File: config.mk
export PLATFORM = sky130hd
export DESIGN_NAME = cold_temperature_altitude_correction_top_flat
export DESIGN_NICKNAME = d
export VERILOG_FILES = /design/src/design/ctac_pkg.sv /design/src/design/ctac_ifs.sv /design/src/design/ctac_dp.sv /design/src/design/ctac_ctrl.sv /design/src/design/cold_temperature_altitude_correction_top.sv /design/src/flat_wrapper.sv
export SDC_FILE = /design/constraint.sdc
export NUM_CORES = 1
export LEC_CHECK = 0
export ABC_CLOCK_PERIOD_IN_PS = 10900
export BUFFER_PORTS_ARGS = -buffer_cell sky130_fd_sc_hd__buf_2
export CAP_MARGIN = 20
export CORE_MARGIN = 2
export CORE_UTILIZATION = 25
export CTS_CLUSTER_SIZE = 24
export DETAILED_ROUTE_END_ITERATION = 6
export GPL_TIMING_DRIVEN = 0
export PLACE_DENSITY = 0.44
export SLEW_MARGIN = 20
export SYNTH_ARGS = -nofsm -noshare
export SYNTH_HDL_FRONTEND = slang
export SYNTH_SLANG_ARGS = --single-unit
File: constraint.sdc
create_clock -name i_clk -period 10.9 [get_ports i_clk]
set_clock_uncertainty 0.1 [all_clocks]
set_input_delay 0.545 -clock i_clk [delete_from_list [all_inputs] [get_ports i_clk]]
set_output_delay 0.545 -clock i_clk [all_outputs]
set_load 0.1 [all_outputs]
File: src/design/ctac_pkg.sv
package ctac_pkg;

    // Field widths of the input and result items.
    localparam int unsigned TEMP_W      = 7;
    localparam int unsigned ALT_W       = 15;
    localparam int unsigned CORR_W      = 14;
    localparam int unsigned CALT_W      = 16;
    localparam int unsigned ROW_W       = 3;
    localparam int unsigned NUM_STEPS   = 13;
    localparam int unsigned IDX_W       = 4;
    localparam int unsigned STEP_W      = 12;
    localparam int unsigned ENTRY_W     = 10;
    localparam int unsigned ALT_LIMIT_DEF = 30000;

    // Largest possible correction, used by the checker.
    localparam int unsigned CORR_MAX    = 9700;

    typedef logic [NUM_STEPS-1:0][STEP_W-1:0]  t_step_vals;
    typedef logic [NUM_STEPS-1:0][ENTRY_W-1:0] t_row_vals;

    // Breakpoints in feet, index 0 is the smallest.
    localparam t_step_vals STEP_FT = {
        12'd3000, 12'd2000, 12'd1500, 12'd1000, 12'd900, 12'd800, 12'd700,
        12'd600, 12'd500, 12'd400, 12'd300, 12'd200, 12'd100
    };

    // Correction rows for 0, -10, -20, -30, -40 and -50 degrees Celsius.
    localparam t_row_vals CORR_ROW0 = {
        10'd170, 10'd120, 10'd90, 10'd60, 10'd50, 10'd50, 10'd40,
        10'd40, 10'd30, 10'd30, 10'd20, 10'd20, 10'd10
    };
    localparam t_row_vals CORR_ROW1 = {
        10'd290, 10'd200, 10'd150, 10'd100, 10'd90, 10'd80, 10'd70,
        10'd60, 10'd50, 10'd40, 10'd30, 10'd20, 10'd10
    };
    localparam t_row_vals CORR_ROW2 = {
        10'd420, 10'd280, 10'd210, 10'd140, 10'd130, 10'd120, 10'd100,
        10'd90, 10'd70, 10'd60, 10'd50, 10'd30, 10'd20
    };
    localparam t_row_vals CORR_ROW3 = {
        10'd570, 10'd380, 10'd280, 10'd190, 10'd170, 10'd150, 10'd140,
        10'd120, 10'd100, 10'd80, 10'd60, 10'd40, 10'd30
    };
    localparam t_row_vals CORR_ROW4 = {
        10'd720, 10'd480, 10'd360, 10'd240, 10'd220, 10'd190, 10'd170,
        10'd150, 10'd120, 10'd100, 10'd80, 10'd50, 10'd30
    };
    localparam t_row_vals CORR_ROW5 = {
        10'd890, 10'd590, 10'd450, 10'd300, 10'd270, 10'd240, 10'd210,
        10'd180, 10'd150, 10'd120, 10'd90, 10'd60, 10'd40
    };

    // Supported temperature steps.
    localparam logic signed [TEMP_W-1:0] TEMP_0   = 7'sd0;
    localparam logic signed [TEMP_W-1:0] TEMP_M10 = -7'sd10;
    localparam logic signed [TEMP_W-1:0] TEMP_M20 = -7'sd20;
    localparam logic signed [TEMP_W-1:0] TEMP_M30 = -7'sd30;
    localparam logic signed [TEMP_W-1:0] TEMP_M40 = -7'sd40;
    localparam logic signed [TEMP_W-1:0] TEMP_M50 = -7'sd50;

    typedef struct packed {
        logic             ok;
        logic [ROW_W-1:0] row;
    } t_temp_sel;

    // Command and status between controller and datapath.
    typedef struct packed {
        logic load;
        logic step;
        logic publish;
    } t_dp_cmd;

    typedef struct packed {
        logic done;
    } t_dp_stat;

    // Maps a temperature to its table row.
    function automatic t_temp_sel temp_select(input logic signed [TEMP_W-1:0] t);
        t_temp_sel sel;
        sel = '{ok: 1'b1, row: '0};
        if (t == TEMP_0) begin
            sel.row = 3'd0;
        end else if (t == TEMP_M10) begin
            sel.row = 3'd1;
        end else if (t == TEMP_M20) begin
            sel.row = 3'd2;
        end else if (t == TEMP_M30) begin
            sel.row = 3'd3;
        end else if (t == TEMP_M40) begin
            sel.row = 3'd4;
        end else if (t == TEMP_M50) begin
            sel.row = 3'd5;
        end else begin
            sel.ok = 1'b0;
        end
        return sel;
    endfunction

    // Correction entry for one row and one breakpoint.
    function automatic logic [ENTRY_W-1:0] corr_entry(input logic [ROW_W-1:0] row,
                                                      input logic [IDX_W-1:0] idx);
        logic [ENTRY_W-1:0] val;
        case (row)
            3'd0:    val = CORR_ROW0[idx];
            3'd1:    val = CORR_ROW1[idx];
            3'd2:    val = CORR_ROW2[idx];
            3'd3:    val = CORR_ROW3[idx];
            3'd4:    val = CORR_ROW4[idx];
            3'd5:    val = CORR_ROW5[idx];
            default: val = '0;
        endcase
        return val;
    endfunction

endpackage

File: src/design/ctac_ifs.sv
// Input channel: one temperature and altitude per transfer.
interface ctac_in_if import ctac_pkg::*; ();
    logic                     valid;
    logic                     ready;
    logic signed [TEMP_W-1:0] temperature_c;
    logic [ALT_W-1:0]         altitude_ft;

    modport source (output valid, temperature_c, altitude_ft, input ready);
    modport sink (input valid, temperature_c, altitude_ft, output ready);
endinterface

// Result channel: correction, corrected altitude and status per transfer.
interface ctac_out_if import ctac_pkg::*; ();
    logic              valid;
    logic              ready;
    logic [CORR_W-1:0] correction_ft;
    logic [CALT_W-1:0] corrected_altitude_ft;
    logic              status;

    modport source (output valid, correction_ft, corrected_altitude_ft, status,
                    input ready);
    modport sink (input valid, correction_ft, corrected_altitude_ft, status,
                  output ready);
endinterface

File: src/design/ctac_dp.sv
module ctac_dp import ctac_pkg::*; #(
    parameter int unsigned ALTITUDE_LIMIT = ALT_LIMIT_DEF
) (
    input  logic                     i_clk,
    input  logic signed [TEMP_W-1:0] i_temperature_c,
    input  logic [ALT_W-1:0]         i_altitude_ft,
    input  t_dp_cmd                  i_cmd,
    output t_dp_stat                 o_stat,
    output logic [CORR_W-1:0]        o_correction_ft,
    output logic [CALT_W-1:0]        o_corrected_altitude_ft,
    output logic                     o_status
);

    logic [ALT_W-1:0]  r_rem,  n_rem;
    logic [IDX_W-1:0]  r_idx,  n_idx;
    logic [CORR_W-1:0] r_corr, n_corr;
    logic [ALT_W-1:0]  r_alt;
    logic [ROW_W-1:0]  r_row;
    logic              r_bad;
    logic [CORR_W-1:0] r_out_corr;
    logic [CALT_W-1:0] r_out_calt;
    logic              r_out_status;

    t_temp_sel          sel;
    logic [STEP_W-1:0]  step_ft;
    logic               take;

    assign sel     = temp_select(i_temperature_c);
    assign step_ft = STEP_FT[r_idx];
    assign take    = ({{(ALT_W-STEP_W){1'b0}}, step_ft} <= r_rem);

    // Done when the temperature is unsupported or less than the smallest step is left.
    assign o_stat.done = r_bad || ((r_idx == '0) && !take);

    // Load saturates the altitude; each step either takes one piece or moves down a breakpoint.
    always_comb begin
        n_rem  = r_rem;
        n_idx  = r_idx;
        n_corr = r_corr;
        if (i_cmd.load) begin
            n_idx  = IDX_W'(NUM_STEPS - 1);
            n_corr = '0;
            if ({2'b00, i_altitude_ft} > 17'(ALTITUDE_LIMIT)) begin
                n_rem = ALT_W'(ALTITUDE_LIMIT);
            end else begin
                n_rem = i_altitude_ft;
            end
        end else if (i_cmd.step) begin
            if (take) begin
                n_rem  = r_rem - {{(ALT_W-STEP_W){1'b0}}, step_ft};
                n_corr = r_corr + {{(CORR_W-ENTRY_W){1'b0}}, corr_entry(r_row, r_idx)};
            end else if (r_idx != '0) begin
                n_idx = r_idx - 1'b1;
            end
        end
    end

    always_ff @(posedge i_clk) begin
        r_rem  <= n_rem;
        r_idx  <= n_idx;
        r_corr <= n_corr;
        if (i_cmd.load) begin
            r_alt <= i_altitude_ft;
            r_row <= sel.row;
            r_bad <= !sel.ok;
        end
    end

    // Result register, loaded when the controller hands the item on.
    always_ff @(posedge i_clk) begin
        if (i_cmd.publish) begin
            r_out_corr   <= r_corr;
            r_out_calt   <= {1'b0, r_alt} + {{(CALT_W-CORR_W){1'b0}}, r_corr};
            r_out_status <= r_bad;
        end
    end

    assign o_correction_ft         = r_out_corr;
    assign o_corrected_altitude_ft = r_out_calt;
    assign o_status                = r_out_status;

endmodule

File: src/design/ctac_ctrl.sv
module ctac_ctrl import ctac_pkg::*; (
    input  logic     i_clk,
    input  logic     i_rst_n,
    input  logic     i_in_valid,
    output logic     o_in_ready,
    output logic     o_out_valid,
    input  logic     i_out_ready,
    input  t_dp_stat i_stat,
    output t_dp_cmd  o_cmd
);

    typedef enum logic [1:0] {
        S_IDLE = 2'b01,
        S_RUN  = 2'b10
    } t_state;

    t_state r_state, n_state;
    logic   r_out_valid, n_out_valid;

    // Next state, datapath commands and result valid.
    always_comb begin
        n_state     = r_state;
        n_out_valid = r_out_valid && !i_out_ready;
        o_cmd       = '0;
        o_in_ready  = 1'b0;
        case (r_state)
            S_IDLE: begin
                o_in_ready = 1'b1;
                if (i_in_valid) begin
                    o_cmd.load = 1'b1;
                    n_state    = S_RUN;
                end
            end
            S_RUN: begin
                if (!i_stat.done) begin
                    o_cmd.step = 1'b1;
                end else if (!r_out_valid || i_out_ready) begin
                    o_cmd.publish = 1'b1;
                    n_out_valid   = 1'b1;
                    n_state       = S_IDLE;
                end
            end
            default: begin
                n_state = S_IDLE;
            end
        endcase
    end

    always_ff @(posedge i_clk) begin
        if (!i_rst_n) begin
            r_state     <= S_IDLE;
            r_out_valid <= 1'b0;
        end else begin
            r_state     <= n_state;
            r_out_valid <= n_out_valid;
        end
    end

    assign o_out_valid = r_out_valid;

endmodule

File: src/design/cold_temperature_altitude_correction_top.sv
// Cold-temperature altimeter correction.
// Input channel i_in carries a temperature in Celsius and an indicated altitude
// in feet; result channel o_out returns the total correction, the corrected
// altitude and a status (1 when the temperature is not 0, -10, ..., -50).
// Both channels transfer on a rising edge with valid and ready high.
// A transfer on i_in loads the datapath, which then walks the breakpoints
// from 3000 ft down to 100 ft, one step per cycle: each step either takes
// one piece of the altitude or moves to the next smaller breakpoint.
// An item with an unsupported temperature skips this search.
// When the search finishes, the result enters the output register as soon as
// that register is empty or its result is taken, and is offered on o_out.
// Results sit in an output register, so the next item is accepted and worked
// on while the previous result waits; a stalled receiver only holds the
// finished item back from entering that register.
// Reset (i_rst_n low, synchronous) empties both channels and returns the
// controller to idle; no table or memory needs clearing.
module cold_temperature_altitude_correction_top import ctac_pkg::*; #(
    parameter int unsigned ALTITUDE_LIMIT = ALT_LIMIT_DEF
) (
    input logic        i_clk,
    input logic        i_rst_n,
    ctac_in_if.sink    i_in,
    ctac_out_if.source o_out
);

    t_dp_cmd  cmd;
    t_dp_stat stat;

    // Sequencer for the greedy breakpoint search.
    ctac_ctrl u_ctrl (
        .i_clk       (i_clk),
        .i_rst_n     (i_rst_n),
        .i_in_valid  (i_in.valid),
        .o_in_ready  (i_in.ready),
        .o_out_valid (o_out.valid),
        .i_out_ready (o_out.ready),
        .i_stat      (stat),
        .o_cmd       (cmd)
    );

    // Remainder, breakpoint index and correction accumulator.
    ctac_dp #(
        .ALTITUDE_LIMIT (ALTITUDE_LIMIT)
    ) u_dp (
        .i_clk                   (i_clk),
        .i_temperature_c         (i_in.temperature_c),
        .i_altitude_ft           (i_in.altitude_ft),
        .i_cmd                   (cmd),
        .o_stat                  (stat),
        .o_correction_ft         (o_out.correction_ft),
        .o_corrected_altitude_ft (o_out.corrected_altitude_ft),
        .o_status                (o_out.status)
    );

endmodule

File: src/flat_wrapper.sv
// flat-port wrapper written by rule: the top's interface ports become plain ports
module cold_temperature_altitude_correction_top_flat import ctac_pkg::*;
#(
    parameter int unsigned ALTITUDE_LIMIT = ALT_LIMIT_DEF
)
  (i_clk, i_rst_n, i_in_valid, i_in_temperature_c, i_in_altitude_ft, i_in_ready, o_out_valid, o_out_correction_ft, o_out_corrected_altitude_ft, o_out_status, o_out_ready);
  ctac_in_if i_in_i ();
  ctac_out_if o_out_i ();
  input logic i_clk;
  input logic i_rst_n;
  input wire logic [$bits(i_in_i.valid)-1:0] i_in_valid;
  input wire logic [$bits(i_in_i.temperature_c)-1:0] i_in_temperature_c;
  input wire logic [$bits(i_in_i.altitude_ft)-1:0] i_in_altitude_ft;
  output wire logic [$bits(i_in_i.ready)-1:0] i_in_ready;
  output wire logic [$bits(o_out_i.valid)-1:0] o_out_valid;
  output wire logic [$bits(o_out_i.correction_ft)-1:0] o_out_correction_ft;
  output wire logic [$bits(o_out_i.corrected_altitude_ft)-1:0] o_out_corrected_altitude_ft;
  output wire logic [$bits(o_out_i.status)-1:0] o_out_status;
  input wire logic [$bits(o_out_i.ready)-1:0] o_out_ready;
  assign i_in_i.valid = i_in_valid;
  assign i_in_i.temperature_c = i_in_temperature_c;
  assign i_in_i.altitude_ft = i_in_altitude_ft;
  assign i_in_ready = i_in_i.ready;
  assign o_out_valid = o_out_i.valid;
  assign o_out_correction_ft = o_out_i.correction_ft;
  assign o_out_corrected_altitude_ft = o_out_i.corrected_altitude_ft;
  assign o_out_status = o_out_i.status;
  assign o_out_i.ready = o_out_ready;
  cold_temperature_altitude_correction_top #(.ALTITUDE_LIMIT(ALTITUDE_LIMIT)) u_core (.i_clk(i_clk), .i_rst_n(i_rst_n), .i_in(i_in_i), .o_out(o_out_i));
endmodule
==> summary.md, run 1 <==
| Metric | Value |
|---|---|
| Die ar. | `28010 um^2` |
| Setup crit end kind | `flop` |
| ANT nets after route | `0` |
| Place WS | `6.885 ns` |
| Synth async-reset ratio | `0` |
| RSZ-0062 raised after global routing | `false` |
| Min Tclk post-route | `3.984 ns` |
| Grt total ovfl | `0` |
| CP startpoint kind | `flop` |
| Die height | `167.4 um` |
| LEAKAGE | `3.296 nW` |
| FP Rows | `59` |
| Post-Route Utilization | `0.3047` |
| PnR worst setup slack | `6.916 ns` |
| Pwr Density | `150.1 nW/um^2` |
| Ant diodes | `0` |
| Setup-failing EPs final | `0` |
| Max VDD drop | `0.09921 mV` |
| TritonCTS Buffers | `17` |
| Top cells by area, synth | `edfxtp_1 (29%), dfxtp_1 (21%), ha_1 (8.4%)` |
| Layout Nets | `802` |
| EDFF count, synth | `64` |
| Non-filler cells, final | `1076` |
| Yosys top cell area share | `0.2881` |
| Die X | `167.4 um` |
| Worst slew pin tran | `0.7793 ns` |
| Post-cts resize count | `0` |
| Total power | `1.195 mW` |
| Setup TNS | `0 ns` |
| Area of the core | `26130 um^2` |
| Post-Syn Area | `6671 um^2` |
| Outcome | `finished with violations` |
| Hold_ws | `0.2388 ns` |
| Max Slew Vio Count | `0` |
| CP arrival | `4.24 ns` |
| Post-DP Area | `7405 um^2` |
| Max clock buf depth | `2` |
| Syn Nets | `723` |
| Register area share after synthesis | `0.4951` |
| Initial Utilization | `0.2553` |
| Post-synth top flop | `dfxtp_1` |
| Fin crit share | `0.3655` |
| Achievable Freq | `0.2510 GHz` |
| CP delay by family, top | `compound AO/OA/AOI/OAI gates` |
| Failing checks | `DRC` |
| TritonRoute pass-1 iters | `7` |
| Number of I/O port buffers | `57` |
| WS Path Type | `flop to flop` |
| Most numerous cell in the Yosys netlist | `dfxtp_1` |
| Synth warn | `0` |
| Cell area after layout | `7961 um^2` |
| Initial antenna violation count | `0` |
| Total GRT Usage | `0.1243` |
| CTS Root Cell | `clkbuf_16` |
| Cell count after placement | `1044` |
| Commonest cells post-synth | `dfxtp_1 (69), edfxtp_1 (64), nand2_1 (53), a21oi_1 (47), ha_1 (45)` |
| Cell Chain, Critical Path | `clkbuf_1 -> mux2_2 -> a22oi_1 -> o22ai_1 -> ha_1 -> fa_1 -> a21o_1 -> a21oi_1 -> o21ai_0 -> nor2b_1 -> nor4_1 -> nor3_1 -> nand4_1 -> mux2i_1` |
| Top-Level Pins | `59` |
| FF+latch count, synth | `133` |
| Largest stage delay, worst path | `0.52 ns` |
| Largest net degree at the start of global routing | `29` |
| Via Count | `4886` |
| Area leader, netlist | `edfxtp_1` |
| Max Cap Viol | `0` |
| Worst-Skew Late Latency | `0.42 ns` |
| CP max-delay cell | `clkbuf_1` |
| First-pass GRT wire length | `26.85 mm` |
| CTS tree | `built` |
| DP HPWL | `12.81 mm` |
| Mapped Cells | `649` |
| Relative slew slack | `0.4750` |
| Drt initial violations | `357` |
| # DRC | `4` |
| CP Max Fanout | `10` |
| Bufs and invs on worst path | `1` |
| Routability cong. | `0.8586` |
| Clock transition at path regs | `0.06 ns` |
| Share of cells above drive strength 1 | `0.1741` |
| WL final | `16.83 mm` |
| WP data required | `11.15 ns` |
| Clk sinks | `133` |
| Hold-fix buffers, CTS | `0` |
| Number of distinct library cells after synthesis | `64` |
| WL/cell | `15.64 um` |
| Via/cell ratio | `4.541` |
| Area Overhead vs Synth | `19.34%` |
| Syn_area_per_cell | `10.28 um^2` |
| HP Class | `primary input to flop` |
| Vias in the first global route | `4811` |
| Setup bufs post-CTS | `0` |
| H-tree levels | `4` |
| Final hold violations | `0` |
==> placed cells by master, fill, tap and decap left out, types with 11 or more instances in the layout <==
master,count
nor2_1,42
mux2i_1,12
clkbuf_16,18
o22ai_1,11
xnor2_1,20
a21oi_1,47
clkbuf_1,15
dfxtp_1,69
edfxtp_1,64
buf_2,64
ha_1,45
nor2b_1,11
o21ai_0,43
nand2_1,53
a22oi_1,13
inv_1,42
nand3_1,22
==> worst paths after layout <==
check	slack (ns)	depth (start not counted)	startpoint	end
min reg2reg	0.32	0	u_core.u_dp.r_alt[0]	u_core.u_dp.o_corrected_altitude_ft[0]
min	0.24	1	i_in_altitude_ft[10]	u_core.u_dp.r_alt[10]
max reg2reg	6.92	14	u_core.u_dp.r_row[0]	u_core.u_dp.r_corr[13]
max	6.92	14	u_core.u_dp.r_row[0]	u_core.u_dp.r_corr[13]
==> area by class of cell <==
cell class / count / area, um^2
Clock inverter: 9 / 67.56
Sequential cell: 133 / 3303
Tap cell: 335 / 419.2
Timing Repair Buffer: 60 / 307.8
Clock buffer: 23 / 489.2
Fill cell: 2697 / 18170
Buffer: 25 / 132.6
Inverter: 46 / 173.9
Multi-Input combinational cell: 445 / 3068
==> cell families after synthesis <==
group / count (synthesis) / share of synthesized area
AND/OR/NAND/NOR: 176 / 0.1283
AO/OA/AOI/OAI: 167 / 0.1544
flip-flops: 133 / 0.4951
buffers and inverters: 71 / 0.04576
adder cells (fa/ha/maj): 48 / 0.09340
XOR/XNOR: 29 / 0.03807
multiplexers: 24 / 0.04445
other: 1 / 0.0005621
==> routing by layer <==
layer	up-vias	part of all wire	global-route usage	wire length (um)
li1	2484	-	-	-
met1	2276	0.47	0.1664	7992
met2	113	0.47	0.2012	7982
met3	13	0.041	0.02411	688
met4	0	0.010	0.04310	170
met5	-	0	0	0
==> where the power goes <==
| group | leakage [nW] | total [mW] | switching [mW] | internal, mW |
|---|---|---|---|---|
| clock network | 0.278 | 0.538 | 0.219 | 0.319 |
| logic | 1.86 | 0.111 | 0.0718 | 0.0389 |
| registers | 1.16 | 0.547 | 0.00602 | 0.541 |
| total | 3.30 | 1.20 | 0.297 | 0.898 |
Note: power is estimated with default switching activity, not from simulation.
==> run 2: changes to the inputs <==
--- a/config.mk
+++ b/config.mk
@@ -5,7 +5,7 @@
 export SDC_FILE = /design/constraint.sdc
 export NUM_CORES = 1
 export LEC_CHECK = 0
-export ABC_CLOCK_PERIOD_IN_PS = 10900
+export ABC_CLOCK_PERIOD_IN_PS = 4160
 export BUFFER_PORTS_ARGS = -buffer_cell sky130_fd_sc_hd__buf_2
 export CAP_MARGIN = 20
 export CORE_MARGIN = 2
==> constraint.sdc (replaced) <==
create_clock -name i_clk -period 4.16 [get_ports i_clk]
set_clock_uncertainty 0.1 [all_clocks]
set_input_delay 0.208 -clock i_clk [delete_from_list [all_inputs] [get_ports i_clk]]
set_output_delay 0.208 -clock i_clk [all_outputs]
set_load 0.1 [all_outputs]
==> run 2 against run 1 <==
Compared with the run above:
- the run still ends with DRC left
- global-route usage rose by 0.11 points
- cell count rose by 1.3%
- first-iteration DRC count fell by 5.3%
- via count rose by 1.2%
- clock power rose to 2.6 times the previous value
- flip-flop and latch count did not move
- final area rose by 1.9%
- fmax rose by 5.8%
- largest cell class unchanged
==> summary.md, run 2 (same netlist as run 1, synthesis figures left out) <==
| Metric | Value |
|---|---|
| Outcome | `finished with violations` |
| Failing checks | `DRC` |
| WP data required | `4.41 ns` |
| Largest net degree at the start of global routing | `29` |
| TritonRoute pass-1 iters | `6` |
| Sw Pwr | `0.7785 mW` |
| Via Count | `4946` |
| Worst slew pin tran | `0.7534 ns` |
| Vias in the first global route | `4888` |
| WS Path Type | `flop to flop` |
| Max Slew Vio Count | `0` |
| CTS Root Cell | `clkbuf_16` |
| Int Power | `2.364 mW` |
| Non-filler cells, final | `1090` |
| Number of I/O port buffers | `57` |
| Initial antenna violation count | `0` |
| PnR worst setup slack | `0.3955 ns` |
| CTS tree | `built` |
| CP arrival | `4.02 ns` |
| Grt total ovfl | `0` |
| First-pass GRT wire length | `27.12 mm` |
| Fin crit share | `0.9049` |
| Setup-failing EPs final | `0` |
| R2r startpoint | `u_core.u_dp.r_row[1]` |
| Commonest cells after routing, fill and taps aside | `dfxtp_1 (69), buf_2 (64), edfxtp_1 (64), nand2_1 (53), a21oi_1 (47)` |
| Via/cell ratio | `4.538` |
| Register area | `3303 um^2` |
| ANT nets after route | `0` |
| Cell count after placement | `1044` |
| Top-Level Pins | `59` |
| Share of cells above drive strength 1 | `0.1722` |
| Most common cell after layout, fill and taps aside | `dfxtp_1` |
| LEAKAGE | `3.364 nW` |
| Pwr Density | `387.2 nW/um^2` |
| Layout Nets | `816` |
| Hold path start | `i_in_temperature_c[1]` |
| Max Cap Viol | `0` |
| Drt initial violations | `338` |
| Die X | `167.4 um` |
| Die height | `167.4 um` |
| Sw Share | `0.2478` |
| CP max-delay cell | `edfxtp_1` |
| Clock network fraction of total power | `0.448` |
| Place WS | `0.1449 ns` |
| Setup crit end kind | `flop` |
| DP HPWL | `12.81 mm` |
| Routability cong. | `0.8586` |
| Clock transition at path regs | `0.06 ns` |
| Final hold violations | `0` |
| Ant diodes | `0` |
| Clk sinks | `133` |
| HP Class | `primary input to flop` |
| RSZ-0062 raised after global routing | `false` |
| CP Max Fanout | `10` |
| Total GRT Usage | `0.1254` |
| Critical path launch point | `u_core.u_dp.r_row[1]` |
| FP Rows | `59` |
| Largest stage delay, worst path | `0.63 ns` |
| H-tree levels | `4` |
| Min Tclk post-route | `3.765 ns` |
| WL/cell | `15.54 um` |
| CP startpoint kind | `flop` |
| Logic pwr share | `0.095` |
| Achievable Freq | `0.2656 GHz` |
| Area of the multi-input gates | `3068 um^2` |
| Area of the core | `26130 um^2` |
| Relative slew slack | `0.4924` |
| Total power | `3.142 mW` |
| Max VDD drop | `0.2612 mV` |
| TritonCTS Buffers | `17` |
| WL final | `16.94 mm` |
| Die ar. | `28010 um^2` |
| Initial Utilization | `0.2553` |
| Cell Chain, Critical Path | `clkbuf_1 -> nor2_1 -> a22oi_1 -> o22ai_1 -> ha_1 -> fa_1 -> a21o_1 -> a21oi_1 -> o21ai_0 -> nor2b_1 -> nor4_1 -> nor3_1 -> nand4_1 -> mux2i_1` |
| Worst-Skew Late Latency | `0.42 ns` |
| # DRC | `4` |
| Max clock buf depth | `2` |
| Seq pwr share | `0.457` |
| Layout filler cell count | `2683` |
| Area Overhead vs Synth | `21.64%` |
==> run 2: cell count changes in the layout (fill, tap and decap cells not counted) <==
cell	previous run	this run
clkbuf_2	0	1
dlygate4sd3_1	0	16
clkbuf_1	15	12
==> run 2: what timing repair did <==
action | CTS | global route
buffers inserted | 0 | 0
gates resized for setup | 0 | 2
hold endpoints to repair | 19 | 0
hold buffers | 16 | 0
endpoints found under the setup margin | 0 | 3
==> run 2: final cells by class <==
type,instances,share of cell area
sequential,133,0.4070
multi-input combinational,445,0.3780
clock buffer,23,0.06028
timing repair buffer,76,0.05766
tap,335,0.05165
inverter,46,0.02143
buffer,23,0.01557
clock inverter,9,0.008326
==> run 2: routing by layer <==
metal	up-vias	part of all wire	track usage
met4	0	0.012	0.04310
met5	-	0	0
li1	2513	-	-
met3	15	0.036	0.02387
met1	2317	0.48	0.1681
met2	101	0.47	0.2031
==> run 2: worst max-delay path: cells and delay by family, from the launching register on <==
family,cells,cell delay (ns)
compound gates,5,0.94
fa+ha+maj,2,0.66
buf+inv,1,0.43
flops,1,0.63
mux,1,0.17
simple gates,5,0.75
==> run 2: final timing paths <==
check,end,depth (start not counted),slack [ns]
setup / recovery,u_core.u_dp.r_corr[13],14,0.40
hold / removal,u_core.u_dp.r_row[0],2,0.08
setup reg to reg,u_core.u_dp.r_corr[13],14,0.40
hold reg to reg,u_core.u_dp.o_corrected_altitude_ft[0],0,0.32
==> run 2: power by group through the flow <==
stage | sequential, mW | combinational [mW] | clock [mW]
CTS | 1.43 | 0.305 | 1.44
global placement | 1.46 | 0.291 | 0
finish | 1.44 | 0.299 | 1.41
floorplan | 1.48 | 0.187 | 0
detailed placement | 1.46 | 0.293 | 0
global route | 1.44 | 0.334 | 1.50
==> run 2: metrics by stage <==
stage          hold WS [ns]  TNS, ns    util  instance area [um^2]
3_3_place_gp         0.3010   -48.09  0.2822                  7376
4_1_cts             0.04910        0  0.3108                  8122
2_1_floorplan        0.1699        0       -                  6671
3_5_place_dp         0.3134        0  0.2833                  7405
6_report            0.07640        0  0.3105                  8115
5_1_grt             0.08026        0  0.3105                  8115
==> run 3: changes to the inputs <==
--- a/config.mk
+++ b/config.mk
@@ -13,6 +13,7 @@
 export CTS_CLUSTER_SIZE = 24
 export DETAILED_ROUTE_END_ITERATION = 6
 export GPL_TIMING_DRIVEN = 0
+export MAX_ROUTING_LAYER = met4
 export PLACE_DENSITY = 0.44
 export SLEW_MARGIN = 20
 export SYNTH_ARGS = -nofsm -noshare
==> run 3 against run 2 <==
Compared with the run above:
- the flow still finishes with violations (DRC)
- cell count unchanged
- sequential power hardly changed
- final area barely moved
- flip-flop and latch count stayed put
- setup slack better by 0.0020 ns
- critical path depth did not move
- core utilization barely moved
- register-to-register slack hardly changed
- global-route usage grew 0.37 points
- via count rose by 0.53%
- highest routed layer unchanged
==> summary.md, run 3 (same netlist as run 1, synthesis figures left out) <==
| Metric | Value |
|---|---|
| Outcome | `finished with violations` |
| Failing checks | `DRC` |
| Via Count | `4972` |
| CP Max Fanout | `10` |
| Setup-failing EPs final | `0` |
| WP depth | `14` |
| Clock transition at path regs | `0.06 ns` |
| Pwr Density | `387.8 nW/um^2` |
| Post-DP Area | `7405 um^2` |
| Total GRT Usage | `0.1291` |
| CP startpoint kind | `flop` |
| H-tree levels | `4` |
| Share of cells above drive strength 1 | `0.1709` |
| Setup crit end kind | `flop` |
| R2R Path End | `u_core.u_dp.r_corr[13]` |
| Achievable Freq | `0.2658 GHz` |
| Post-cts resize count | `0` |
| Crit path capture | `u_core.u_dp.r_corr[13]` |
| WL final | `16.99 mm` |
| Layout Nets | `816` |
| Grt total ovfl | `0` |
| Min Tclk post-route | `3.763 ns` |
| Initial antenna violation count | `0` |
| Layout filler cell count | `2684` |
| Area Overhead vs Synth | `21.62%` |
| Area of the core | `26130 um^2` |
| Fin crit share | `0.9045` |
| Worst-Skew Late Latency | `0.42 ns` |
| Commonest cells after routing, fill and taps aside | `dfxtp_1 (69), buf_2 (64), edfxtp_1 (64), nand2_1 (53), a21oi_1 (47)` |
| Ant diodes | `0` |
| Bufs and invs on worst path | `1` |
| Max Cap Viol | `0` |
| Top-Level Pins | `59` |
| Die height | `167.4 um` |
| CTS Root Cell | `clkbuf_16` |
| TritonRoute pass-1 iters | `7` |
| R2r startpoint | `u_core.u_dp.r_row[1]` |
| Largest net degree at the start of global routing | `29` |
| Most common cell after layout, fill and taps aside | `dfxtp_1` |
| CP arrival | `4.02 ns` |
| WP data required | `4.42 ns` |
| LEAKAGE | `3.361 nW` |
| Largest stage delay, worst path | `0.63 ns` |
| Reg-to-reg slack, setup | `0.40 ns` |
| DP HPWL | `12.81 mm` |
| Hold path depth | `2` |
| Drt initial violations | `346` |
| CP delay by family, top | `compound AO/OA/AOI/OAI gates` |
| Setup bufs post-CTS | `0` |
| WL/cell | `15.59 um` |
| RSZ-0062 raised after global routing | `false` |
| Max VDD drop | `0.2656 mV` |
| Max clock buf depth | `2` |
| Relative slew slack | `0.4665` |
| CTS tree | `built` |
| Final hold violations | `0` |
| Die X | `167.4 um` |
| TritonCTS Buffers | `17` |
| Initial Utilization | `0.2553` |
| ANT nets after route | `0` |
| Via/cell ratio | `4.561` |
| Routability cong. | `0.8724` |
| Critical path launch point | `u_core.u_dp.r_row[1]` |
| Die ar. | `28010 um^2` |
| PnR worst setup slack | `0.3975 ns` |
| Cell Chain, Critical Path | `clkbuf_1 -> nor2_1 -> a22oi_1 -> o22ai_1 -> ha_1 -> fa_1 -> a21o_1 -> a21oi_1 -> o21ai_0 -> nor2b_1 -> nor4_1 -> nor3_1 -> nand4_1 -> mux2i_1` |
| Number of I/O port buffers | `57` |
| CP max-delay cell | `edfxtp_1` |
| # DRC | `4` |
| Worst slew pin tran | `0.7919 ns` |
| Max Slew Vio Count | `0` |
| R2R cell count | `14` |
| Place WS | `0.1449 ns` |
| HP Class | `primary input to flop` |
| Vias in the first global route | `4889` |
| First-pass GRT wire length | `27.06 mm` |
| FP Rows | `59` |
| Clk sinks | `133` |
| Cell area after layout | `8114 um^2` |
| WS Path Type | `flop to flop` |
run 3: cell count changes in the layout (fill, tap and decap cells not counted):
cell	change
clkbuf_1	+1
clkbuf_2	-1
run 3: repair_timing:
| action | in CTS | in global routing |
|---|---|---|
| hold buffers | 16 | 0 |
| hold endpoints to repair | 19 | 0 |
| setup endpoints to repair | 0 | 3 |
run 3: through the flow:
stage               setup TNS, ns  cells  utilization  hold slack, ns  power (mW)
finish                          0   1090       0.3105         0.07305       3.147
global route                    0   1090       0.3105         0.08050       3.275
CTS                             0   1092       0.3108         0.04910       3.183
detailed placement              0   1044       0.2833          0.3134       1.754
global placement           -48.09   1041       0.2822          0.3010       1.754
floorplan                       0    649            -          0.1699       1.668
run 3: how the worst min path moves through the flow:
stage | from | to | slack (ns)
3_5_place_dp | u_core.u_dp.r_alt[0] | u_core.u_dp.o_corrected_altitude_ft[0] | 0.31
5_1_grt | i_in_temperature_c[1] | u_core.u_dp.r_row[0] | 0.08
4_1_cts | i_in_temperature_c[1] | u_core.u_dp.r_row[0] | 0.05
6_report | i_in_temperature_c[1] | u_core.u_dp.r_row[0] | 0.07
2_1_floorplan | i_rst_n | u_core.u_ctrl.r_state[0] | 0.17
3_3_place_gp | u_core.u_dp.r_alt[0] | u_core.u_dp.o_corrected_altitude_ft[0] | 0.30
run 3: metal layers:
metal	GRT usage	part of all wire	up-vias
li1	-	-	2505
met2	0.2035	0.47	106
met5	-	0	-
met1	0.1675	0.47	2341
met4	0.04423	0.016	0
met3	0.02316	0.041	20
run 3: cell type report:
class                   count  area [um^2]  share of cell area
flip-flops and latches    133         3303              0.4071
multi-input cells         445         3068              0.3781
clock buffers              23        489.2             0.06029
repair buffers             76        467.9             0.05767
well taps                 335        419.2             0.05166
inverters                  46        173.9             0.02143
plain buffers              23        125.1             0.01542
clock inverters             9        67.56            0.008327
run 3: where the power goes:
part / internal, mW / total, mW / switching [mW]
Sequential: 1.42 / 1.44 / 0.0191
Combinational: 0.111 / 0.298 / 0.187
Clock: 0.834 / 1.41 / 0.578
Total: 2.36 / 3.15 / 0.784
